## src/rtl/ihv_pkg.sv

```systemverilog
// Shared types and constants for the IPv4 header validator.
// Used by the front, queue, back and top-level modules; no dependencies.
`default_nettype none

package ihv_pkg;

  localparam int unsigned QueueDepth = 2;

  localparam logic [15:0] CountMax  = 16'hFFFF;
  localparam logic [15:0] PadLimit  = 16'd46;
  localparam logic [15:0] MinHeader = 16'd20;
  localparam logic [15:0] SumGood   = 16'hFFFF;
  localparam logic [3:0]  IpVersion = 4'd4;
  localparam logic [3:0]  MinIhl    = 4'd5;

  localparam logic [15:0] IdxTotalHi = 16'd2;
  localparam logic [15:0] IdxTotalLo = 16'd3;
  localparam logic [15:0] IdxFragHi  = 16'd6;
  localparam logic [15:0] IdxFragLo  = 16'd7;
  localparam logic [15:0] IdxTtl     = 16'd8;
  localparam logic [15:0] IdxProto   = 16'd9;
  localparam logic [15:0] IdxDstLo   = 16'd16;
  localparam logic [15:0] IdxDstHi   = 16'd19;
  localparam logic [15:0] IdxPadMin  = 16'd4;

  localparam int unsigned CfgIndexW = 2;
  localparam int unsigned CfgDataW  = 32;

  typedef enum logic [CfgIndexW-1:0] {
    RegLocalAddress = 2'd0,
    RegFragAllowedA = 2'd1,
    RegFragAllowedB = 2'd2
  } cfg_reg_t;

  typedef enum logic [2:0] {
    StDeliver  = 3'd0,
    StForward  = 3'd1,
    StChecksum = 3'd2,
    StVersion  = 3'd3,
    StIhl      = 3'd4,
    StLength   = 3'd5,
    StFragment = 3'd6,
    StTtl      = 3'd7
  } status_t;

  // Everything the back end needs about one finished frame.
  typedef struct packed {
    logic [15:0] frame_len;
    logic [15:0] hdr_sum;
    logic [7:0]  version_ihl;
    logic [15:0] total_length;
    logic [15:0] fragment_word;
    logic [7:0]  time_to_live;
    logic [7:0]  protocol;
    logic [31:0] destination;
    logic [15:0] pad_zero_count;
  } frame_sum_t;

endpackage

`default_nettype wire

```

## src/rtl/ipv4_header_validator_top.sv

```systemverilog
// Top level of the IPv4 header validator.
// Instantiates ihv_front, ihv_queue and ihv_back; uses ihv_pkg.
`default_nettype none

// Takes one datagram byte per cycle while in_stall is low, with last_byte on
// the final byte, and gives one result item per frame: status, protocol and
// payload_length. The per-byte work is a single ones' complement add and field
// capture, so unstalled input runs at one byte per clock with no gaps between
// frames. The edge that accepts the last byte writes the frame queue; the
// output register loads the result from it when empty or not stalled.
// in_stall rises only when the queue (QUEUE_DEPTH frames) is full behind a
// stalled output. Configuration registers are written through cfg_write,
// cfg_index and cfg_data and take effect on results graded after the write.
module ipv4_header_validator_top #(
  parameter int unsigned QUEUE_DEPTH = ihv_pkg::QueueDepth
) (
  input  wire logic                           clk,
  input  wire logic                           rst,
  input  wire logic                           cfg_write,
  input  wire logic [ihv_pkg::CfgIndexW-1:0]  cfg_index,
  input  wire logic [ihv_pkg::CfgDataW-1:0]   cfg_data,
  input  wire logic                           in_valid,
  output logic                                in_stall,
  input  wire logic [7:0]                     data_byte,
  input  wire logic                           last_byte,
  output logic                                out_valid,
  input  wire logic                           out_stall,
  output logic [2:0]                          status,
  output logic [7:0]                          protocol,
  output logic [15:0]                         payload_length
);
  import ihv_pkg::*;

  logic       q_push;
  logic       q_full;
  logic       q_pop;
  logic       q_not_empty;
  frame_sum_t q_push_data;
  frame_sum_t q_head;

  ihv_front u_front (
    .clk       (clk),
    .rst       (rst),
    .in_valid  (in_valid),
    .in_stall  (in_stall),
    .data_byte (data_byte),
    .last_byte (last_byte),
    .q_full    (q_full),
    .push      (q_push),
    .push_data (q_push_data)
  );

  ihv_queue #(
    .DEPTH (QUEUE_DEPTH)
  ) u_queue (
    .clk       (clk),
    .rst       (rst),
    .push      (q_push),
    .push_data (q_push_data),
    .full      (q_full),
    .pop       (q_pop),
    .not_empty (q_not_empty),
    .head      (q_head)
  );

  ihv_back u_back (
    .clk            (clk),
    .rst            (rst),
    .cfg_write      (cfg_write),
    .cfg_index      (cfg_index),
    .cfg_data       (cfg_data),
    .q_not_empty    (q_not_empty),
    .q_head         (q_head),
    .pop            (q_pop),
    .out_valid      (out_valid),
    .out_stall      (out_stall),
    .status         (status),
    .protocol       (protocol),
    .payload_length (payload_length)
  );

endmodule

`default_nettype wire

```

## src/rtl/ihv_front.sv

```systemverilog
// Front end: takes datagram bytes, sums header words and captures fields.
// On the final byte it pushes a frame summary into the queue. Uses ihv_pkg.
`default_nettype none

module ihv_front (
  input  wire logic              clk,
  input  wire logic              rst,
  input  wire logic              in_valid,
  output logic                   in_stall,
  input  wire logic [7:0]        data_byte,
  input  wire logic              last_byte,
  input  wire logic              q_full,
  output logic                   push,
  output ihv_pkg::frame_sum_t    push_data
);
  import ihv_pkg::*;

  logic [15:0] byte_count;
  logic [15:0] sum_acc;
  logic [7:0]  high_byte_hold;
  logic [7:0]  version_ihl;
  logic [15:0] total_length;
  logic [15:0] fragment_word;
  logic [7:0]  time_to_live;
  logic [7:0]  protocol_hold;
  logic [31:0] destination;
  logic [15:0] pad_zero_count;

  logic [15:0] byte_count_next;
  logic [15:0] sum_acc_next;
  logic [7:0]  high_byte_hold_next;
  logic [7:0]  version_ihl_next;
  logic [15:0] total_length_next;
  logic [15:0] fragment_word_next;
  logic [7:0]  time_to_live_next;
  logic [7:0]  protocol_hold_next;
  logic [31:0] destination_next;
  logic [15:0] pad_zero_count_next;

  logic        accept;
  logic [5:0]  hdr_len;
  logic [16:0] raw_sum;

  assign in_stall = q_full;
  assign accept   = in_valid && !q_full;
  assign push     = accept && last_byte;

  always_comb begin
    version_ihl_next    = (byte_count == 16'd0) ? data_byte : version_ihl;
    hdr_len             = {version_ihl_next[3:0], 2'b00};
    high_byte_hold_next = high_byte_hold;
    sum_acc_next        = sum_acc;
    raw_sum             = {1'b0, sum_acc} + {1'b0, high_byte_hold, data_byte};
    if (byte_count < {10'd0, hdr_len}) begin
      if (!byte_count[0]) begin
        high_byte_hold_next = data_byte;
      end else begin
        // end-around carry
        sum_acc_next = raw_sum[15:0] + {15'd0, raw_sum[16]};
      end
    end

    total_length_next  = total_length;
    fragment_word_next = fragment_word;
    time_to_live_next  = time_to_live;
    protocol_hold_next = protocol_hold;
    destination_next   = destination;
    case (byte_count)
      IdxTotalHi: total_length_next  = {data_byte, total_length[7:0]};
      IdxTotalLo: total_length_next  = {total_length[15:8], data_byte};
      IdxFragHi:  fragment_word_next = {data_byte, fragment_word[7:0]};
      IdxFragLo:  fragment_word_next = {fragment_word[15:8], data_byte};
      IdxTtl:     time_to_live_next  = data_byte;
      IdxProto:   protocol_hold_next = data_byte;
      default: begin
        if (byte_count >= IdxDstLo && byte_count <= IdxDstHi) begin
          destination_next = {destination[23:0], data_byte};
        end
      end
    endcase

    pad_zero_count_next = pad_zero_count;
    if (byte_count >= IdxPadMin && byte_count >= total_length &&
        data_byte == 8'd0 && pad_zero_count != CountMax) begin
      pad_zero_count_next = pad_zero_count + 16'd1;
    end

    byte_count_next = (byte_count != CountMax) ? byte_count + 16'd1 : byte_count;

    push_data.frame_len      = byte_count_next;
    push_data.hdr_sum        = sum_acc_next;
    push_data.version_ihl    = version_ihl_next;
    push_data.total_length   = total_length_next;
    push_data.fragment_word  = fragment_word_next;
    push_data.time_to_live   = time_to_live_next;
    push_data.protocol       = protocol_hold_next;
    push_data.destination    = destination_next;
    push_data.pad_zero_count = pad_zero_count_next;
  end

  always_ff @(posedge clk) begin
    if (rst || push) begin
      byte_count     <= '0;
      sum_acc        <= '0;
      high_byte_hold <= '0;
      version_ihl    <= '0;
      total_length   <= '0;
      fragment_word  <= '0;
      time_to_live   <= '0;
      protocol_hold  <= '0;
      destination    <= '0;
      pad_zero_count <= '0;
    end else if (accept) begin
      byte_count     <= byte_count_next;
      sum_acc        <= sum_acc_next;
      high_byte_hold <= high_byte_hold_next;
      version_ihl    <= version_ihl_next;
      total_length   <= total_length_next;
      fragment_word  <= fragment_word_next;
      time_to_live   <= time_to_live_next;
      protocol_hold  <= protocol_hold_next;
      destination    <= destination_next;
      pad_zero_count <= pad_zero_count_next;
    end
  end

endmodule

`default_nettype wire

```

## src/rtl/ihv_queue.sv

```systemverilog
// Short queue of frame summaries between the front and back ends.
// Register-based ring with a fill count. Uses ihv_pkg.
`default_nettype none

module ihv_queue #(
  parameter int unsigned DEPTH = ihv_pkg::QueueDepth
) (
  input  wire logic                 clk,
  input  wire logic                 rst,
  input  wire logic                 push,
  input  wire ihv_pkg::frame_sum_t  push_data,
  output logic                      full,
  input  wire logic                 pop,
  output logic                      not_empty,
  output ihv_pkg::frame_sum_t       head
);
  import ihv_pkg::*;

  localparam int unsigned PtrW = (DEPTH > 1) ? $clog2(DEPTH) : 1;
  localparam int unsigned CntW = $clog2(DEPTH + 1);

  frame_sum_t      entries [DEPTH];
  logic [PtrW-1:0] wr_ptr;
  logic [PtrW-1:0] rd_ptr;
  logic [CntW-1:0] count;

  assign full      = (count == CntW'(DEPTH));
  assign not_empty = (count != '0);
  assign head      = entries[rd_ptr];

  always_ff @(posedge clk) begin
    if (push) begin
      entries[wr_ptr] <= push_data;
    end
  end

  always_ff @(posedge clk) begin
    if (rst) begin
      wr_ptr <= '0;
      rd_ptr <= '0;
      count  <= '0;
    end else begin
      if (push) begin
        wr_ptr <= (wr_ptr == PtrW'(DEPTH - 1)) ? '0 : wr_ptr + 1'b1;
      end
      if (pop) begin
        rd_ptr <= (rd_ptr == PtrW'(DEPTH - 1)) ? '0 : rd_ptr + 1'b1;
      end
      if (push && !pop) begin
        count <= count + 1'b1;
      end else if (pop && !push) begin
        count <= count - 1'b1;
      end
    end
  end

endmodule

`default_nettype wire

```

## src/rtl/ihv_back.sv

```systemverilog
// Back end: holds the configuration registers, grades a frame summary and
// keeps the result in an output register. Uses ihv_pkg.
`default_nettype none

module ihv_back (
  input  wire logic                             clk,
  input  wire logic                             rst,
  input  wire logic                             cfg_write,
  input  wire logic [ihv_pkg::CfgIndexW-1:0]    cfg_index,
  input  wire logic [ihv_pkg::CfgDataW-1:0]     cfg_data,
  input  wire logic                             q_not_empty,
  input  wire ihv_pkg::frame_sum_t              q_head,
  output logic                                  pop,
  output logic                                  out_valid,
  input  wire logic                             out_stall,
  output logic [2:0]                            status,
  output logic [7:0]                            protocol,
  output logic [15:0]                           payload_length
);
  import ihv_pkg::*;

  logic [31:0] local_address;
  logic [15:0] frag_allowed_a;
  logic [15:0] frag_allowed_b;

  status_t     verdict;
  logic [15:0] hdr_len;
  logic [15:0] eff_len;
  logic [15:0] payload;

  always_ff @(posedge clk) begin
    if (rst) begin
      local_address  <= '0;
      frag_allowed_a <= '0;
      frag_allowed_b <= 16'h4000;
    end else if (cfg_write) begin
      case (cfg_index)
        RegLocalAddress: local_address  <= cfg_data;
        RegFragAllowedA: frag_allowed_a <= cfg_data[15:0];
        RegFragAllowedB: frag_allowed_b <= cfg_data[15:0];
        default: ;
      endcase
    end
  end

  always_comb begin
    hdr_len = {10'd0, q_head.version_ihl[3:0], 2'b00};
    eff_len = (q_head.frame_len <= PadLimit) ?
              q_head.frame_len - q_head.pad_zero_count : q_head.frame_len;
    payload = (q_head.total_length >= MinHeader) ? q_head.total_length - MinHeader : '0;

    if (q_head.frame_len < MinHeader || q_head.frame_len < hdr_len ||
        q_head.hdr_sum != SumGood) begin
      verdict = StChecksum;
    end else if (q_head.version_ihl[7:4] != IpVersion) begin
      verdict = StVersion;
    end else if (q_head.version_ihl[3:0] < MinIhl) begin
      verdict = StIhl;
    end else if (q_head.frame_len == CountMax || eff_len != q_head.total_length) begin
      verdict = StLength;
    end else if (q_head.fragment_word != frag_allowed_a &&
                 q_head.fragment_word != frag_allowed_b) begin
      verdict = StFragment;
    end else if (q_head.time_to_live == 8'd0) begin
      verdict = StTtl;
    end else if (q_head.destination != local_address) begin
      verdict = StForward;
    end else begin
      verdict = StDeliver;
    end
  end

  assign pop = q_not_empty && (!out_valid || !out_stall);

  always_ff @(posedge clk) begin
    if (rst) begin
      out_valid <= 1'b0;
    end else if (pop) begin
      out_valid <= 1'b1;
    end else if (!out_stall) begin
      out_valid <= 1'b0;
    end
  end

  always_ff @(posedge clk) begin
    if (pop) begin
      status         <= verdict;
      protocol       <= q_head.protocol;
      payload_length <= payload;
    end
  end

endmodule

`default_nettype wire

```

## config.mk

```make
export PLATFORM = sky130hd
export DESIGN_NAME = ipv4_header_validator_top
export DESIGN_NICKNAME = d
export VERILOG_FILES = /design/src/rtl/ihv_pkg.sv /design/src/rtl/ipv4_header_validator_top.sv /design/src/rtl/ihv_front.sv /design/src/rtl/ihv_queue.sv /design/src/rtl/ihv_back.sv
export SDC_FILE = /design/constraint.sdc
export NUM_CORES = 1
export LEC_CHECK = 0
export BUFFER_PORTS_ARGS = -buffer_cell sky130_fd_sc_hd__buf_4
export CORE_AREA = 2 2 226 228
export DETAILED_ROUTE_END_ITERATION = 8
export DIE_AREA = 0 0 228 230
export PLACE_DENSITY = 0.66
export SYNTH_ARGS = -nofsm -noshare
export SYNTH_HDL_FRONTEND = slang
export SYNTH_HIERARCHICAL = 1
export SYNTH_SLANG_ARGS = --single-unit
```

## constraint.sdc

```tcl
create_clock -name clk -period 12 [get_ports clk]
set_clock_uncertainty 0.15 [all_clocks]
set_input_delay 1.8 -clock clk [delete_from_list [all_inputs] [get_ports clk]]
set_output_delay 1.8 -clock clk [all_outputs]
set_load 0.02 [all_outputs]
```

==> impl_metrics.tcl, run 1 <==
set metrics [dict create \
    setup_slack_ps 6666 \
    htreeDepth 2 \
    largest_register_ffs 272 \
    via_per_inst 5.686 \
    setup_viol 0 \
    netlist_instances 2258 \
    clkTransAtPathRegs_ps 60 \
    nFillCells 4269 \
    finalHoldViolCount 0 \
    routed_wl_um 59290 \
    synth_flop_cell "edfxtp_1" \
    dpl-instance-area_sq_mm 0.02574 \
    hold_path.class "flop to flop" \
    ctsResizeCount 0 \
    design_area_sq_mm 0.02746 \
    most-common-layout-cells "329 x nand2_1, 299 x edfxtp_1, 213 x dfxtp_1, 169 x nor2_1, 165 x a21oi_1" \
    fin_cells 2987 \
    period_share_pct 44.45 \
    clock_latency_ps 620 \
    drive_gt1_share_pct 17.02 \
    dp_cells 2890 \
    critPathLaunchType "primary input" \
    ys_seq_area_share_pct 53.48 \
    dp.final_hpwl_um 40120 \
    synth_top_area_share_pct 36.21 \
    first_pass_iters 7 \
    grt_pass1_wl_um 92240 \
    die-area_sq_mm 0.05244 \
    grt_max_degree 85 \
    first_global_vias 16520 \
    wl_per_cell_um 19.85 \
    cts_made_buffers 52 \
    power_mw 5.263 \
    top_register "u_queue/entries" \
    worstPathRequired_ps 12200 \
    clock_path_buffers 3 \
    largestRegisters "u_queue/entries x272, u_back/local_address x32, u_front/destination x32" \
    io_pins 77 \
    diodes 0 \
    routabilityCongestion 0.8934 \
    setup.worst_path.class "primary input to flop" \
    syn_area_sq_mm 0.02480 \
    yosys-top-cells-area "edfxtp_1 36%, dfxtp_1 17%, mux2_2 6.8%, nand2_1 5.0%, xnor2_1 3.7%" \
    cpPeakStageDelay_ps 410 \
    final_common_cell "nand2_1" \
    postLayoutCoreUtil_pct 55.07 \
    cap_viol_max_count 0 \
    peakVddDrop_uv 109.9 \
    areaGrowthSynthToFinish_pct 10.74 \
    initialDrtViolationCount 1326 \
    num_vias 16980 \
    synth_cell_types 92 \
    synth_area_leader_cell "edfxtp_1" \
    initial_utilization_pct 49.73 \
    fp.dieH_um 230 \
    antenna_found_initial 2 \
    slew_headroom_pct 26.26 \
    worstPathMaxFanout 15 \
    power_density_mw_per_mm2 191.7 \
    syn-num-nets 2371 \
    finalSetupTns_ps 0 \
    fmax_ghz 0.1875 \
    synthArstFlopShare_pct 0 \
    rows 82 \
    whs_ps 298.8 \
    cts_root_buf "clkbuf_16" \
    crit_chain "buf_4, ha_1, fa_1, a21o_1, a221oi_2, o211ai_1, a31o_2, a21oi_1, nor2b_1, o21ai_0, nand2b_1, ha_1, ha_1, and4_1, nand3_1, nor2_1, xnor2_1, mux2_2" \
    preCtsSetupSlack_ps 6049 \
    fin_crit_ps 5334 \
    synth_edf_count 299 \
    die_w_um 228 \
    rsz0062_at_grt "false" \
    worstPathArrival_ps 5540 \
    postCtsHoldBufs 0 \
    cts_sinks 513 \
    drtAntennaViolNets 0 \
    post-cts-setup-buffers 0 \
    coreArea_sq_mm 0.04986 \
    fin_nets 2385 \
    report.final.slew_viol_count 0 \
    crit_top_cell "ha_1" \
    ys_seq_elements 513 \
    status "finished, final reports clean" \
    grt-ovfl-total 0 \
    cts_tree "yes" \
    yosysWarnings 6 \
    avgSynthCellArea_sq_um 10.98 \
    cp_slowest_cell "fa_1" \
    drcViolationCount 0 \
    port-buffer-count 76 \
    crit_path_end_kind "flop" \
    tightest_slew_ps 1103 \
    total_leakage_power_nw 9.985 \
    gr-usage-all-layers_pct 22.32 \
]
-- kinds of logic (layout without fill, tap and decap cells) --
family / after synthesis / count (layout) / share of synthesized area, %
and+or+nand+nor: 752 / 752 / 14.42
AOI/OAI and AO/OA: 365 / 365 / 9.451
adders and majority gates: 65 / 65 / 3.340
buffers and inverters: 185 / 242 / 3.270
xor gates and xnor gates: 166 / 166 / 5.863
muxes: 212 / 212 / 10.17
DFF: 513 / 513 / 53.48
-- synthesized netlist by cell type, types with 7 or more instances --
cell type	n
nand2_1	329
edfxtp_1	299
dfxtp_1	214
nor2_1	169
a21oi_1	165
mux2_2	149
xnor2_1	106
clkbuf_1	75
ha_1	63
xor2_1	60
inv_1	58
nand4_1	50
mux2_4	41
o21ai_0	35
a22o_1	33
buf_2	32
nor3_1	32
nand3_1	28
a21o_1	22
and3_1	21
nor2b_1	19
nand2b_1	18
nor4_1	18
a211oi_1	16
a22oi_1	16
mux2i_1	15
and2_1	11
a31oi_1	10
o21ai_1	9
buf_6	8
or3_1	8
buf_1	7
mux2_1	7
-- per-layer routing --
| metal | global-route usage, % | wire [um] |
|---|---|---|
| met3 | 3.485 | 3074 |
| met5 | 0 | 0 |
| met2 | 38.18 | 29230 |
| met1 | 29.58 | 25730 |
| met4 | 5.944 | 1250 |
-- final timing paths --
| kind | slack, ps | cells past startpoint | from | to |
|---|---|---|---|---|
| min reg2reg | 300 | 2 | u_front/destination[24] | u_front/destination[24] |
| max reg2reg | 6850 | 12 | flop | u_back/status[2] |
| max | 6670 | 18 | data_byte[0] | u_queue/entries[1][116] |
| min | 300 | 2 | u_front/destination[24] | u_front/destination[24] |
-- worst max-delay path: cells and delay by family --
family          cells  cell delay, ps
compound gates      6            1420
xor+xnor            1             140
fa+ha+maj           4            1090
buf+inv             1             190
mux                 1             280
simple gates        5             630
-- report_power, final --
part	leakage, nW	switching [mW]	internal [mW]	total, mW
clock network	0.835	0.678	0.966	1.64
registers	4.59	0.0622	2.04	2.10
logic	4.56	0.905	0.615	1.52
total	9.99	1.64	3.62	5.26
-- cell type report --
class                      instances  area (sq um)  share of cell area [%]
sequential                       513         13270                   48.31
multi-input combinational       1560         10760                   39.19
timing repair buffer              87         653.1                   2.378
clock inverter                    26         327.8                   1.194
inverter                          58         217.7                  0.7928
tap                              672         840.8                   3.062
clock buffer                      71          1393                   5.071
No activity file was read; power rests on OpenSTA's default activity.
==> inputs of run 2 (changes only) <==
==> constraint.sdc (replaced) <==
create_clock -name clk -period 5.2 [get_ports clk]
set_clock_uncertainty 0.15 [all_clocks]
set_input_delay 0.78 -clock clk [delete_from_list [all_inputs] [get_ports clk]]
set_output_delay 0.78 -clock clk [all_outputs]
set_load 0.02 [all_outputs]
==> impl_metrics.tcl, run 2 (same netlist as run 1, synthesis figures left out) <==
set metrics [dict create \
    diodes 0 \
    drcViolationCount 0 \
    crit_chain "buf_4, mux2_2, ha_1, nor2_1, nor2b_1, o211ai_1, a221o_1, a21oi_2, xnor2_1, nand3_1, a2111o_1, o41a_1" \
    fin_nets 2399 \
    postCtsHoldBufs 0 \
    rsz0062_at_grt "false" \
    cts_sinks 513 \
    nFillCells 4291 \
    wl_per_cell_um 19.81 \
    ctsResizeCount 0 \
    htreeDepth 2 \
    critPathLaunchType "flop" \
    routabilityCongestion 0.8932 \
    crit_path_end_kind "flop" \
    cap_viol_max_count 0 \
    power_frac_comb_pct 29.3 \
    clkTransAtPathRegs_ps 60 \
    grt_pass1_wl_um 92030 \
    top_usage_layer "met2" \
    gr-usage-all-layers_pct 22.17 \
    via_per_inst 5.657 \
    fin_crit_ps 4480 \
    peakVddDrop_uv 266.4 \
    clock_path_buffers 3 \
    power_switching_mw 3.846 \
    fin_cells 3002 \
    cpPeakStageDelay_ps 650 \
    largest_register_ffs 272 \
    die_w_um 228 \
    met3_usage_pct 3.038 \
    p_int_mw 8.220 \
    final_common_cell "nand2_1" \
    worstPathArrival_ps 4680 \
    hold_path.class "primary input to flop" \
    antenna_found_initial 0 \
    dpl-instance-area_sq_mm 0.02590 \
    p_sw_share_pct 31.88 \
    dp.final_hpwl_um 40270 \
    rows 82 \
    first_pass_iters 5 \
    multi_input_area_sq_mm 0.01076 \
    coreArea_sq_mm 0.04986 \
    routed_wl_um 59480 \
    pwr-share-seq_pct 40.4 \
    cts_root_buf "clkbuf_16" \
    power_density_mw_per_mm2 437.2 \
    worstPathMaxFanout 31 \
    largestRegisters "u_queue/entries x272, u_back/local_address x32, u_front/destination x32" \
    finalHoldViolCount 0 \
    die-area_sq_mm 0.05244 \
    status "finished, final reports clean" \
    top_register "u_queue/entries" \
    total_leakage_power_nw 10.05 \
    dp_cells 2903 \
    cp_slowest_cell "dfxtp_4" \
    met2_usage_pct 36.15 \
    post-cts-setup-buffers 0 \
    cts_made_buffers 53 \
    most-common-layout-cells "329 x nand2_1, 299 x edfxtp_1, 213 x dfxtp_1, 169 x nor2_1, 165 x a21oi_1" \
    grt_use_met1_pct 30.51 \
    slew_headroom_pct 22.41 \
    io_pins 77 \
    ff_latch_area_sq_mm 0.01327 \
    finalSetupTns_ps 0 \
    num_vias 16980 \
    p_clk_share_pct 30.3 \
    drive_gt1_share_pct 17.81 \
    grt-ovfl-total 0 \
    areaGrowthSynthToFinish_pct 11.29 \
    setup.worst_path.class "flop to flop" \
    cts_tree "yes" \
    port-buffer-count 76 \
    fmax_ghz 0.2232 \
    period_share_pct 86.15 \
    report.final.slew_viol_count 0 \
    design_area_sq_mm 0.02760 \
    fp.dieH_um 230 \
    min_from "cfg_data[18]" \
    setup_viol 0 \
    initial_utilization_pct 49.73 \
    first_global_vias 16360 \
    worstPathRequired_ps 5400 \
    clock_latency_ps 610 \
    drtAntennaViolNets 0 \
    grt_max_degree 82 \
    initialDrtViolationCount 1574 \
    tightest_slew_ps 1161 \
]
==> run 2: cell types whose count changed in the layout (fill, tap and decap cells not counted), sizes merged <==
cell / change
buf: +13
bufinv: -6
clkbuf: +5
clkinv: -2
clkinvlp: +5
==> run 2: per-layer routing <==
| layer | wire, um | vias to the layer above |
|---|---|---|
| met5 | 0 | - |
| met4 | 1870 | 0 |
| met3 | 2903 | 105 |
| met2 | 27710 | 436 |
| met1 | 27000 | 8300 |
| li1 | - | 8142 |
==> run 2: path summary, 6_finish.rpt <==
kind | end | slack, ps | cells past startpoint
setup / recovery | u_back/status[2] | 720 | 12
hold / removal | u_back/local_address[18] | 270 | 3
setup reg to reg | u_back/status[2] | 720 | 12
hold reg to reg | u_front/protocol_hold[4] | 300 | 2
==> run 2: final cells by class <==
class,instances,share of cell area (%)
multi-input cells,1560,39.00
flip-flops and latches,513,48.07
repair buffers,100,2.947
clock inverters,23,0.6937
well taps,672,3.047
inverters,58,0.7889
clock buffers,76,5.450
==> run 2: critical path: cells and delay by family, from the launching register on <==
kind	cells	cell delay, ps
AO/OA/AOI/OAI	5	1610
adder cells (fa/ha/maj)	1	430
multiplexers	1	450
AND/OR/NAND/NOR	3	400
buffers and inverters	1	280
flip-flops	1	650
XOR/XNOR	1	210
==> run 2: metrics by stage <==
stage                     setup slack, ps  total power [mW]  utilization (%)  hold WS, ps
after floorplan                     226.7             7.537                -        278.4
after global placement              317.4             8.448            51.94        284.6
after detailed placement            350.8             8.487            51.94        293.1
after CTS                           733.4             12.15            55.34        238.3
after global routing                486.7             12.62            55.34        262.1
final                               720.3             12.07            55.34        273.6
==> run 2: power by group through the flow <==
stage	combinational (mW)	sequential, mW	clock (mW)
detailed placement	3.53	4.96	0
global placement	3.50	4.95	0
global route	3.84	4.90	3.88
floorplan	2.55	4.99	0
CTS	3.55	4.88	3.73
finish	3.53	4.87	3.66
